--- config.mk ---
export PLATFORM = sky130hd
export DESIGN_NAME = gate_controller_with_code_lock
export DESIGN_NICKNAME = d
export VERILOG_FILES = /design/src/hw/rtl/gcl_pkg.sv /design/src/hw/rtl/gate_controller_with_code_lock.sv
export SDC_FILE = /design/constraint.sdc
export NUM_CORES = 1
export LEC_CHECK = 0
export ABC_AREA = 1
export BUFFER_PORTS_ARGS = -buffer_cell sky130_fd_sc_hd__buf_2
export CORE_ASPECT_RATIO = 1.5
export CORE_UTILIZATION = 52
export DETAILED_ROUTE_END_ITERATION = 7
export GPL_ROUTABILITY_DRIVEN = 0
export GPL_TIMING_DRIVEN = 0
export PLACE_DENSITY = 0.76
export REMOVE_ABC_BUFFERS = 1
export SKIP_CTS_REPAIR_TIMING = 1
export SLEW_MARGIN = 20
export SYNTH_ARGS = -nofsm -noshare
export SYNTH_HDL_FRONTEND = slang
export SYNTH_SLANG_ARGS = --single-unit
--- constraint.sdc ---
create_clock -name clk -period 1.9 [get_ports clk]
set_clock_uncertainty 0.05 [all_clocks]
set_input_delay 0.19 -clock clk [delete_from_list [all_inputs] [get_ports clk]]
set_output_delay 0.19 -clock clk [all_outputs]
set_load 0.02 [all_outputs]
--- src/hw/rtl/gcl_pkg.sv ---
// ----------------------------------------------------------------------------
// gcl_pkg: shared types and constants for the gate controller
// Mode and event codes, register indexes and reset values.
// ----------------------------------------------------------------------------
package gcl_pkg;

  localparam int CODE_LENGTH_DEF = 4;
  localparam int CODE_LENGTH_MAX = 8;

  localparam logic [31:0] PASS_CODE_RESET  = 32'h3132_3334;  // "1234"
  localparam logic [15:0] AUTO_CLOSE_RESET = 16'd2000;

  localparam int IN_TDATA_W  = 16;
  localparam int OUT_TDATA_W = 8;
  localparam int CFG_DATA_W  = 32;

  typedef enum logic [0:0] {
    CFG_PASS_CODE  = 1'b0,
    CFG_AUTO_CLOSE = 1'b1
  } cfg_index_t;

  typedef enum logic [2:0] {
    MODE_START     = 3'd0,
    MODE_OPENING   = 3'd1,
    MODE_OPEN_WAIT = 3'd2,
    MODE_CLOSING   = 3'd3,
    MODE_LOCKED    = 3'd4
  } mode_t;

  typedef enum logic [2:0] {
    EV_NONE       = 3'd0,
    EV_KEY        = 3'd1,
    EV_WRONG      = 3'd2,
    EV_RIGHT      = 3'd3,
    EV_OPEN       = 3'd4,
    EV_AUTO_CLOSE = 3'd5,
    EV_CLOSED     = 3'd6
  } event_t;

  typedef enum logic [1:0] {
    DRIVE_STOP  = 2'd0,
    DRIVE_OPEN  = 2'd1,
    DRIVE_CLOSE = 2'd2
  } drive_t;

  typedef struct packed {
    event_t event_code;
    mode_t  gate_mode;
    drive_t motor_drive;
  } result_t;

endpackage

--- src/hw/rtl/gate_controller_with_code_lock.sv ---
// ----------------------------------------------------------------------------
// gate_controller_with_code_lock: gate motor controller with keypad lock
// Drives a two-wire gate motor from tick and key-press items, with a
// keypad code lock and an auto-close countdown.
// ----------------------------------------------------------------------------
// Usage:
//   in_*  : one item per transfer. in_tuser is the kind (0 tick, 1 key press),
//           in_tdata carries the key code and both active-low limit switches.
//   out_* : exactly one result per input item, in order: motor drive, gate
//           mode after the item, and an event code.
//   cfg_* : register writes (pass code, auto-close ticks), taken at once
//           while cfg_we is high; write only while the block is idle.
// Timing:
//   Each item is processed in the cycle it is accepted and its result is
//   registered for out_*. One item per cycle is sustained while in_tready is
//   high: mode register and countdown update in a single pass of small logic.
// Stall:
//   The result register is backed by one skid entry, so in_tready comes
//   from a flop. When the receiver stalls, one more item is taken into the
//   skid entry, then in_tready drops until the result register drains.
// Reset:
//   rst_n (synchronous) empties both result slots, returns to the start mode,
//   clears the key count and loads the register reset values. The first item
//   after reset only picks the mode from the limit switches.
// ----------------------------------------------------------------------------
module gate_controller_with_code_lock
  import gcl_pkg::*;
#(
  parameter int CODE_LENGTH = CODE_LENGTH_DEF  // 1..8 keys per code
) (
  input  logic                   clk,
  input  logic                   rst_n,

  input  logic                   in_tvalid,
  output logic                   in_tready,
  // [7:0] key_code, [8] closed_switch, [9] open_switch, [15:10] zero
  input  logic [IN_TDATA_W-1:0]  in_tdata,
  // [0] action
  input  logic                   in_tuser,

  output logic                   out_tvalid,
  input  logic                   out_tready,
  // [1:0] motor_drive, [4:2] gate_mode, [7:5] event_code
  output logic [OUT_TDATA_W-1:0] out_tdata,

  input  logic                   cfg_we,
  input  logic                   cfg_index,
  input  logic [CFG_DATA_W-1:0]  cfg_wdata
);

  localparam int KW = (CODE_LENGTH > 1) ? $clog2(CODE_LENGTH) : 1;
  localparam logic [KW-1:0] LAST_POS = KW'(CODE_LENGTH - 1);

  // Registers
  logic [31:0]   pass_code_r;
  logic [15:0]   auto_close_r;
  mode_t         mode_r, mode_nxt;
  logic [KW-1:0] keys_cnt_r, keys_cnt_nxt;
  logic [15:0]   countdown_r, countdown_nxt;
  logic [7:0]    keys_r [CODE_LENGTH];

  // Item fields
  logic       in_fire;
  logic       is_key;
  logic [7:0] key_code;
  logic       closed_at;   // gate fully closed (switch low)
  logic       open_at;     // gate fully open (switch low)

  assign in_fire   = in_tvalid & in_tready;
  assign is_key    = in_tuser;
  assign key_code  = in_tdata[7:0];
  assign closed_at = ~in_tdata[8];
  assign open_at   = ~in_tdata[9];

  // Expected keys: key i is byte (CODE_LENGTH-1-i) of the pass code; bytes
  // above bit 31 read as zero.
  logic [63:0] code_ext;
  logic [7:0]  expected [CODE_LENGTH];
  logic        code_match;

  assign code_ext = {32'd0, pass_code_r};

  always_comb begin
    for (int i = 0; i < CODE_LENGTH; i++) begin
      expected[i] = code_ext[(CODE_LENGTH - 1 - i) * 8 +: 8];
    end
  end

  // Last key is compared straight from the input, earlier ones from storage
  always_comb begin
    code_match = (key_code == expected[CODE_LENGTH - 1]);
    for (int i = 0; i < CODE_LENGTH - 1; i++) begin
      if (keys_r[i] != expected[i]) begin
        code_match = 1'b0;
      end
    end
  end

  logic last_key;
  assign last_key = (keys_cnt_r == LAST_POS);

  // Next-state logic
  always_comb begin
    mode_nxt      = mode_r;
    keys_cnt_nxt  = keys_cnt_r;
    countdown_nxt = countdown_r;
    unique case (mode_r)
      MODE_START: begin
        if (closed_at) begin
          mode_nxt = MODE_LOCKED;
        end else if (open_at) begin
          mode_nxt = MODE_CLOSING;
        end else begin
          mode_nxt = MODE_OPENING;
        end
        keys_cnt_nxt = '0;
      end
      MODE_OPENING: begin
        if (open_at && !closed_at) begin
          mode_nxt      = MODE_OPEN_WAIT;
          countdown_nxt = auto_close_r;
        end
      end
      MODE_OPEN_WAIT: begin
        if (!is_key) begin
          if (countdown_r <= 16'd1) begin
            countdown_nxt = '0;
            mode_nxt      = MODE_CLOSING;
          end else begin
            countdown_nxt = countdown_r - 16'd1;
          end
        end
      end
      MODE_CLOSING: begin
        if (closed_at && !open_at) begin
          mode_nxt     = MODE_LOCKED;
          keys_cnt_nxt = '0;
        end
      end
      MODE_LOCKED: begin
        if (is_key) begin
          if (last_key) begin
            keys_cnt_nxt = '0;
            if (code_match) begin
              mode_nxt = MODE_OPENING;
            end
          end else begin
            keys_cnt_nxt = keys_cnt_r + KW'(1);
          end
        end
      end
      default: begin
        mode_nxt = MODE_START;
      end
    endcase
  end

  // Output logic: event for this item, drive from the new mode
  result_t res;

  always_comb begin
    res.event_code = EV_NONE;
    unique case (mode_r)
      MODE_OPENING: begin
        if (open_at && !closed_at) res.event_code = EV_OPEN;
      end
      MODE_OPEN_WAIT: begin
        if (!is_key && countdown_r <= 16'd1) res.event_code = EV_AUTO_CLOSE;
      end
      MODE_CLOSING: begin
        if (closed_at && !open_at) res.event_code = EV_CLOSED;
      end
      MODE_LOCKED: begin
        if (is_key) begin
          if (!last_key) begin
            res.event_code = EV_KEY;
          end else if (code_match) begin
            res.event_code = EV_RIGHT;
          end else begin
            res.event_code = EV_WRONG;
          end
        end
      end
      default: begin
        res.event_code = EV_NONE;
      end
    endcase

    res.gate_mode = mode_nxt;
    unique case (mode_nxt)
      MODE_OPENING: res.motor_drive = DRIVE_OPEN;
      MODE_CLOSING: res.motor_drive = DRIVE_CLOSE;
      default:      res.motor_drive = DRIVE_STOP;
    endcase
  end

  // Control state and configuration
  always_ff @(posedge clk) begin
    if (!rst_n) begin
      pass_code_r  <= PASS_CODE_RESET;
      auto_close_r <= AUTO_CLOSE_RESET;
      mode_r       <= MODE_START;
      keys_cnt_r   <= '0;
      countdown_r  <= AUTO_CLOSE_RESET;
    end else begin
      if (cfg_we) begin
        unique case (cfg_index_t'(cfg_index))
          CFG_PASS_CODE:  pass_code_r  <= cfg_wdata[31:0];
          CFG_AUTO_CLOSE: auto_close_r <= cfg_wdata[15:0];
          default: ;
        endcase
      end
      if (in_fire) begin
        mode_r      <= mode_nxt;
        keys_cnt_r  <= keys_cnt_nxt;
        countdown_r <= countdown_nxt;
      end
    end
  end

  // Key store: written only in locked mode, read only after being written
  always_ff @(posedge clk) begin
    if (in_fire && mode_r == MODE_LOCKED && is_key) begin
      keys_r[keys_cnt_r] <= key_code;
    end
  end

  // Result register plus one skid entry
  logic    out_valid_r, out_valid_nxt;
  logic    skid_valid_r, skid_valid_nxt;
  result_t out_data_r, skid_data_r;
  logic    load_out, load_skid;

  assign load_skid = in_fire & out_valid_r & ~out_tready;
  assign load_out  = (skid_valid_r & out_tready)
                   | (in_fire & (~out_valid_r | out_tready));

  always_comb begin
    out_valid_nxt  = out_valid_r;
    skid_valid_nxt = skid_valid_r;
    if (load_out) begin
      out_valid_nxt = 1'b1;
    end else if (out_tready) begin
      out_valid_nxt = 1'b0;
    end
    if (load_skid) begin
      skid_valid_nxt = 1'b1;
    end else if (out_tready) begin
      skid_valid_nxt = 1'b0;
    end
  end

  always_ff @(posedge clk) begin
    if (!rst_n) begin
      out_valid_r  <= 1'b0;
      skid_valid_r <= 1'b0;
    end else begin
      out_valid_r  <= out_valid_nxt;
      skid_valid_r <= skid_valid_nxt;
    end
  end

  always_ff @(posedge clk) begin
    if (load_out) begin
      out_data_r <= skid_valid_r ? skid_data_r : res;
    end
    if (load_skid) begin
      skid_data_r <= res;
    end
  end

  assign in_tready  = ~skid_valid_r;
  assign out_tvalid = out_valid_r;
  assign out_tdata  = out_data_r;

endmodule

# == Yosys cells after proc, flatten, opt, wreduce, memory -nomap -nowiden ==
# Memory sizes are Yosys's and may differ from the RTL's.
# Cells that the tools add are included.
# W data, S select, Z words.
# word_totals
ff_bits,87
ramBits,32
in_bits,55
output_inout_bits,10
wordCells,95
memories,1
# op_classes
n_addsub,2
n_lt_le_gt_ge,1
n_eq_ne,15
muxes,35
n_bitwise,13
n_reduce_logical,15
# memory_table
memory,words,width,read_ports,rd_clocked_by_memory_dff,wr,line_no,rtl
keys_r,4,8,3,0,1,gate_controller_with_code_lock.sv:60,logic [7:0] keys_r [CODE_LENGTH];
# op_table
op,n
$mux W16,3
$mux W3,11
$pmux W16 S2,1
$ne A8 B8 Y1,3
$le A16 B1 Y1 const B,1
$sub A16 B1 Y16 const B,1
$pmux W3 S5,1
$mux W2,6
$pmux W3 S4,1
$eq A3 B2 Y1 const B,3
$mux W1,9
$eq A8 B8 Y1,1
$mux W8,1
$ne A2 B2 Y1 const B,4
$reduce_and A4 Y1,2
$eq A3 B1 Y1 const B,2
$not A1 Y1,6
$pmux W2 S3,1
$reduce_bool A2 Y1,3
$and A1 B1 Y1,5
$logic_and A1 B1 Y1,5
$pmux W2 S2,1
$reduce_and A2 Y1,2
$eq A3 B3 Y1 const B,1
6 further kinds,7

# == Depth between registers and ports, before layout ==
# An unclocked memory read counts as a cell.
# depth
ltp_word,12
mapped_depth,12
ltp_nobuf,12

# == Least setup slack after synthesis ==
# No wires, ideal clock.
# synth_path
path_kind,register to register
from,register mode_r[2]
to,memory keys_r[0][0] (enable)
t_arrival_ns,1.351
setup_slack_ns,0.128
path_stages_with_launch,7
n_path_buf,0
period_less_slack_ns,1.772
path_cell_list,dfxtp_1 > inv_1 > nor2_1 > inv_1 > nor2_1 > nand2_1 > nor2_1
# synth_via
elab_chain_len,5
# synth_lines
element,line_no,rtl
"start, declared",gate_controller_with_code_lock.sv:57,"mode_t mode_r, mode_nxt;"
"start signal, assigned",gate_controller_with_code_lock.sv:214,mode_r <= mode_nxt;
$eq A3 B3 Y1,gate_controller_with_code_lock.sv:223,if (in_fire && mode_r == MODE_LOCKED && is_key) begin
$logic_and A1 B1 Y1 (2 in series),gate_controller_with_code_lock.sv:223,
$mux W1,gate_controller_with_code_lock.sv:223,
$mux W1 (implied by the code),gate_controller_with_code_lock.sv:224,keys_r[keys_cnt_r] <= key_code;
"end, declared",gate_controller_with_code_lock.sv:60,
# No other way between the ends.

# == Worst setup path after layout ==
# layout_path
from,register mode_r[1]
to,register countdown_r[1]
# layout_via
elab_chain_len,3
word_cells_on_any_way,7
# layout_lines
element,line_no,rtl
$eq A3 B1 Y1 / $eq A3 B2 Y1 (equally long branches),gate_controller_with_code_lock.sv:107,unique case (mode_r)
$ne A2 B2 Y1 (no source line) / $reduce_bool A2 Y1 (equally long branches),n/a,
$reduce_and A4 Y1 (no source line),n/a,
"end signal, assigned",gate_controller_with_code_lock.sv:216,countdown_r <= countdown_nxt;
"end, declared",gate_controller_with_code_lock.sv:59,"logic [15:0] countdown_r, countdown_nxt;"
# Several ways; a longest one is shown, not always the timed one.
# A chain may end at the register's enable or synchronous reset.

==> parameters.txt <==
Parameter                              Value

Job
  Max-cap check violation count    0

CTS
  Clock buffers created by TritonCTS    9
  Depth of the CTS H-tree    3
  Clock root buffer master    sky130_fd_sc_hd__clkbuf_16
  Number of buffers on the longest clock path    2
  Clock tree from TritonCTS    built
  Clock network latency to the later pin of the worst-skew pair    350 ps
  Clock sink count    111
  Clock transition at path regs    70 ps

Setup path
  Worst setup SP type    register
  Slowest stage cell on the critical path    sky130_fd_sc_hd__dfxtp_1
  Path type of the worst setup path    reg2reg
  Required time of the worst setup path    2090 ps
  Depth of the worst register-to-register path    8
  Longest individual stage delay on the worst path    430 ps
  Data arrival at the endpoint of the critical path    2040 ps
  CP cell instances    inv_2, nor3_4, inv_4, o21ai_4, nor2_8, buf_12, o21ai_0, a21oi_2
  Endpoint type of the worst setup path    register
  Critical path fanouts, max    15

Detailed routing
  ANT nets after route    0
  Final wirelength    11.4 mm
  Final routed wire length divided by cell count    14.1 um
  Count of vias placed by the detailed router    4254
  Average vias per placed instance    5.26
  DRC errors left    0
  DRT iter0 DRCs    217
  Pre-Repair DR Iteration Count    6

Global routing
  Maximum number of pins on one net before global-route repair    68
  Total routing usage reported by global routing    0.218
  Antenna violations before repair    0
  Number of global-route vias before repair    3764
  Aggregate global routing overflow    0
  Wire length of the first global-routing pass    17.6 mm

Synthesis
  Post-synthesis sequential area ratio    0.508
  Dominant cell type by area after synthesis    sky130_fd_sc_hd__dfxtp_1
  Number of enable flip-flop cells after synthesis    40
  Mapped Area    5160 um2
  Async set or reset register ratio after synthesis    0
  Leading post-synthesis cells by cell area    sky130_fd_sc_hd__dfxtp_1 (28%), sky130_fd_sc_hd__edfxtp_1 (23%), sky130_fd_sc_hd__nand2_1 (10%)
  Most common cell in the netlist    sky130_fd_sc_hd__nand2_1
  Post-synth cell types    39
  Yosys reg bits    111
  Count of warnings emitted by yosys    0
  Gate count after technology mapping    623
  Mean Syn Cell Area    8.28 um2
  Fraction of post-synthesis cell area in the top cell type by area    0.276
  Cell types with the highest counts after synthesis    sky130_fd_sc_hd__nand2_1 (139), sky130_fd_sc_hd__nor2_1 (90), sky130_fd_sc_hd__dfxtp_1 (71)
  Dominant register cell in the synthesized netlist    sky130_fd_sc_hd__dfxtp_1

Timing
  Final cycle utilization of the critical path    0.970
  RSZ-0062 raised after global routing    true
  Highest Clock Rate    0.543 GHz
  Tightest Pin Transition    898 ps
  Final hold vios    0
  Post-layout minimum cycle time    1840 ps
  Tightest hold margin    0.476 ps
  Final-report setup violation count    0
  Max Transition Viols Final    0
  Slew HR    0.401

Power and ir drop
  Peak VDD IR    0.669 mV
  Sequential cell fraction of total power    0.484
  Power density cells    908 nW/um2
  Net switching component of the power    0.00139 W
  P_int    0.00416 W
  Clock share of power    0.384
  Cell leakage power    2.63 nW
  Combinational share of power    0.131
  Switching fraction of total power    0.250

Placement
  Hpwl dp    7.52 mm
  Number of cells after detailed placement    777
  Number of buffers added on ports    58

Floorplanning
  Core area    9630 um2
  Starting density of the core    0.535
  Height of the chip    124 um
  Horiz. Die Dim    83.3 um
  Total number of placement rows    44
  Full die area    10300 um2
  IO Pins    65

Cells and area
  Relative area change from synthesis to final layout    18.6%
  Fraction of final layout cells with drive strength greater than 1    0.206
  # fillers    777
  Reg area    2630 um2
  Diodes inserted    0
  Area of the multi-input gates    2280 um2
  Final net count    750
  Post-layout instance count excluding filler cells    809

Worst hold path
  Hold depth    3
  Worst hold-check path type    in2reg

Status
  Run status    complete, no violations
-- path summary, 6_finish.rpt --
check | from | end | slack [ps]
setup reg to reg | mode_r[1] | countdown_r[1] | 60
hold / removal | cfg_wdata[21] | expected[21] | 0.5
setup / recovery | mode_r[1] | countdown_r[1] | 60
hold reg to reg | expected[25] | expected[25] | 430
-- power groups by stage --
stage	clock, W	combinational (W)	sequential, W
finish	0.00213	0.000728	0.00269
global route	0.00224	0.000809	0.00270
detailed placement	0	0.000652	0.00274
global placement	0	0.000634	0.00273
floorplan	0	0.000422	0.00275
CTS	0.00214	0.000661	0.00269
-- stage by stage --
stage	setup WS (ps)	cell area (um2)	utilization	total power, W	setup TNS (ps)
6_report	57.5	6120	0.635	0.00555	0
5_1_grt	-7.28	6120	0.635	0.00576	-31.7
4_1_cts	-413	5840	0.607	0.00549	-15260
3_5_place_dp	-382	5510	0.572	0.00339	-18150
3_3_place_gp	-1870	5500	0.571	0.00337	-58940
2_1_floorplan	-475	5070	-	0.00317	-9400
-- final cells by class --
type	instances	share of cell area
Sequential cell	111	0.429
Multi-Input combinational cell	423	0.373
Timing Repair Buffer	72	0.0712
Inverter	71	0.0466
Clock buffer	10	0.0374
Tap cell	115	0.0235
Clock inverter	6	0.0176
Timing Repair inverter	1	0.00123
-- logic make-up after synthesis --
group,Yosys count,synth area share
simple gates,279,0.233
compound gates,107,0.122
xor+xnor,30,0.0509
flops,111,0.508
buf+inv,90,0.0708
fa+ha+maj,6,0.0146
-- per-layer routing --
layer / share of wire / GRT usage / vias to the layer above
met3: 0.035 / 0.0411 / 21
li1: - / - / 2142
met4: 0.030 / 0.0938 / 0
met5: 0 / 0 / -
met1: 0.39 / 0.234 / 1990
met2: 0.54 / 0.415 / 101
-- critical path: cells and delay by family (launching register included) --
kind | cells | cell delay [ps]
simple gates | 2 | 430
buf+inv | 3 | 370
flops | 1 | 430
compound gates | 3 | 440
-- sequential cells by signal, indices dropped and copies added, names as in the netlist --
| name | count |
|---|---|
| skid_valid_r | 1 |
| mode_r | 3 |
| auto_close_r | 16 |
| expected | 32 |
| keys_r | 24 |
| keys_cnt_r | 2 |
| out_tvalid | 1 |
| skid_data_r | 8 |
| countdown_r | 16 |
| out_tdata | 8 |
-- cells in the final DEF, fill, tap and decap left out, types with 2 or more instances in the layout --
cell                         synthesis  final
sky130_fd_sc_hd__nand2_1           139    137
sky130_fd_sc_hd__nand2_2             2      3
sky130_fd_sc_hd__edfxtp_1           40     40
sky130_fd_sc_hd__xor2_1              5      5
sky130_fd_sc_hd__a21oi_1            23     23
sky130_fd_sc_hd__o21ai_0            50     50
sky130_fd_sc_hd__inv_6               1      2
sky130_fd_sc_hd__nor2_4              1      7
sky130_fd_sc_hd__inv_1              64     61
sky130_fd_sc_hd__nor3_2              2      2
sky130_fd_sc_hd__clkinv_1            2      2
sky130_fd_sc_hd__a21oi_2            11     11
sky130_fd_sc_hd__o22ai_1             3      2
sky130_fd_sc_hd__o211ai_1           10     10
sky130_fd_sc_hd__nor2_2              3      8
sky130_fd_sc_hd__nand4_1             6      6
sky130_fd_sc_hd__buf_12              0      3
sky130_fd_sc_hd__buf_2               1     57
sky130_fd_sc_hd__nor3_1              3      3
sky130_fd_sc_hd__o21ai_1             5      5
sky130_fd_sc_hd__dfxtp_2             0      2
sky130_fd_sc_hd__ha_1                6      5
sky130_fd_sc_hd__o21ai_2             2      2
sky130_fd_sc_hd__xnor2_1            25     24
sky130_fd_sc_hd__nor3_4              3      3
sky130_fd_sc_hd__clkinvlp_4          0      4
sky130_fd_sc_hd__buf_4               0     12
sky130_fd_sc_hd__inv_2               3      4
sky130_fd_sc_hd__dfxtp_1            71     69
sky130_fd_sc_hd__nand3_1            25     25
sky130_fd_sc_hd__nor2_1             90     80
sky130_fd_sc_hd__clkbuf_16           0      9
sky130_fd_sc_hd__bufinv_16           0      3
No activity file was read; power rests on OpenSTA's default activity.
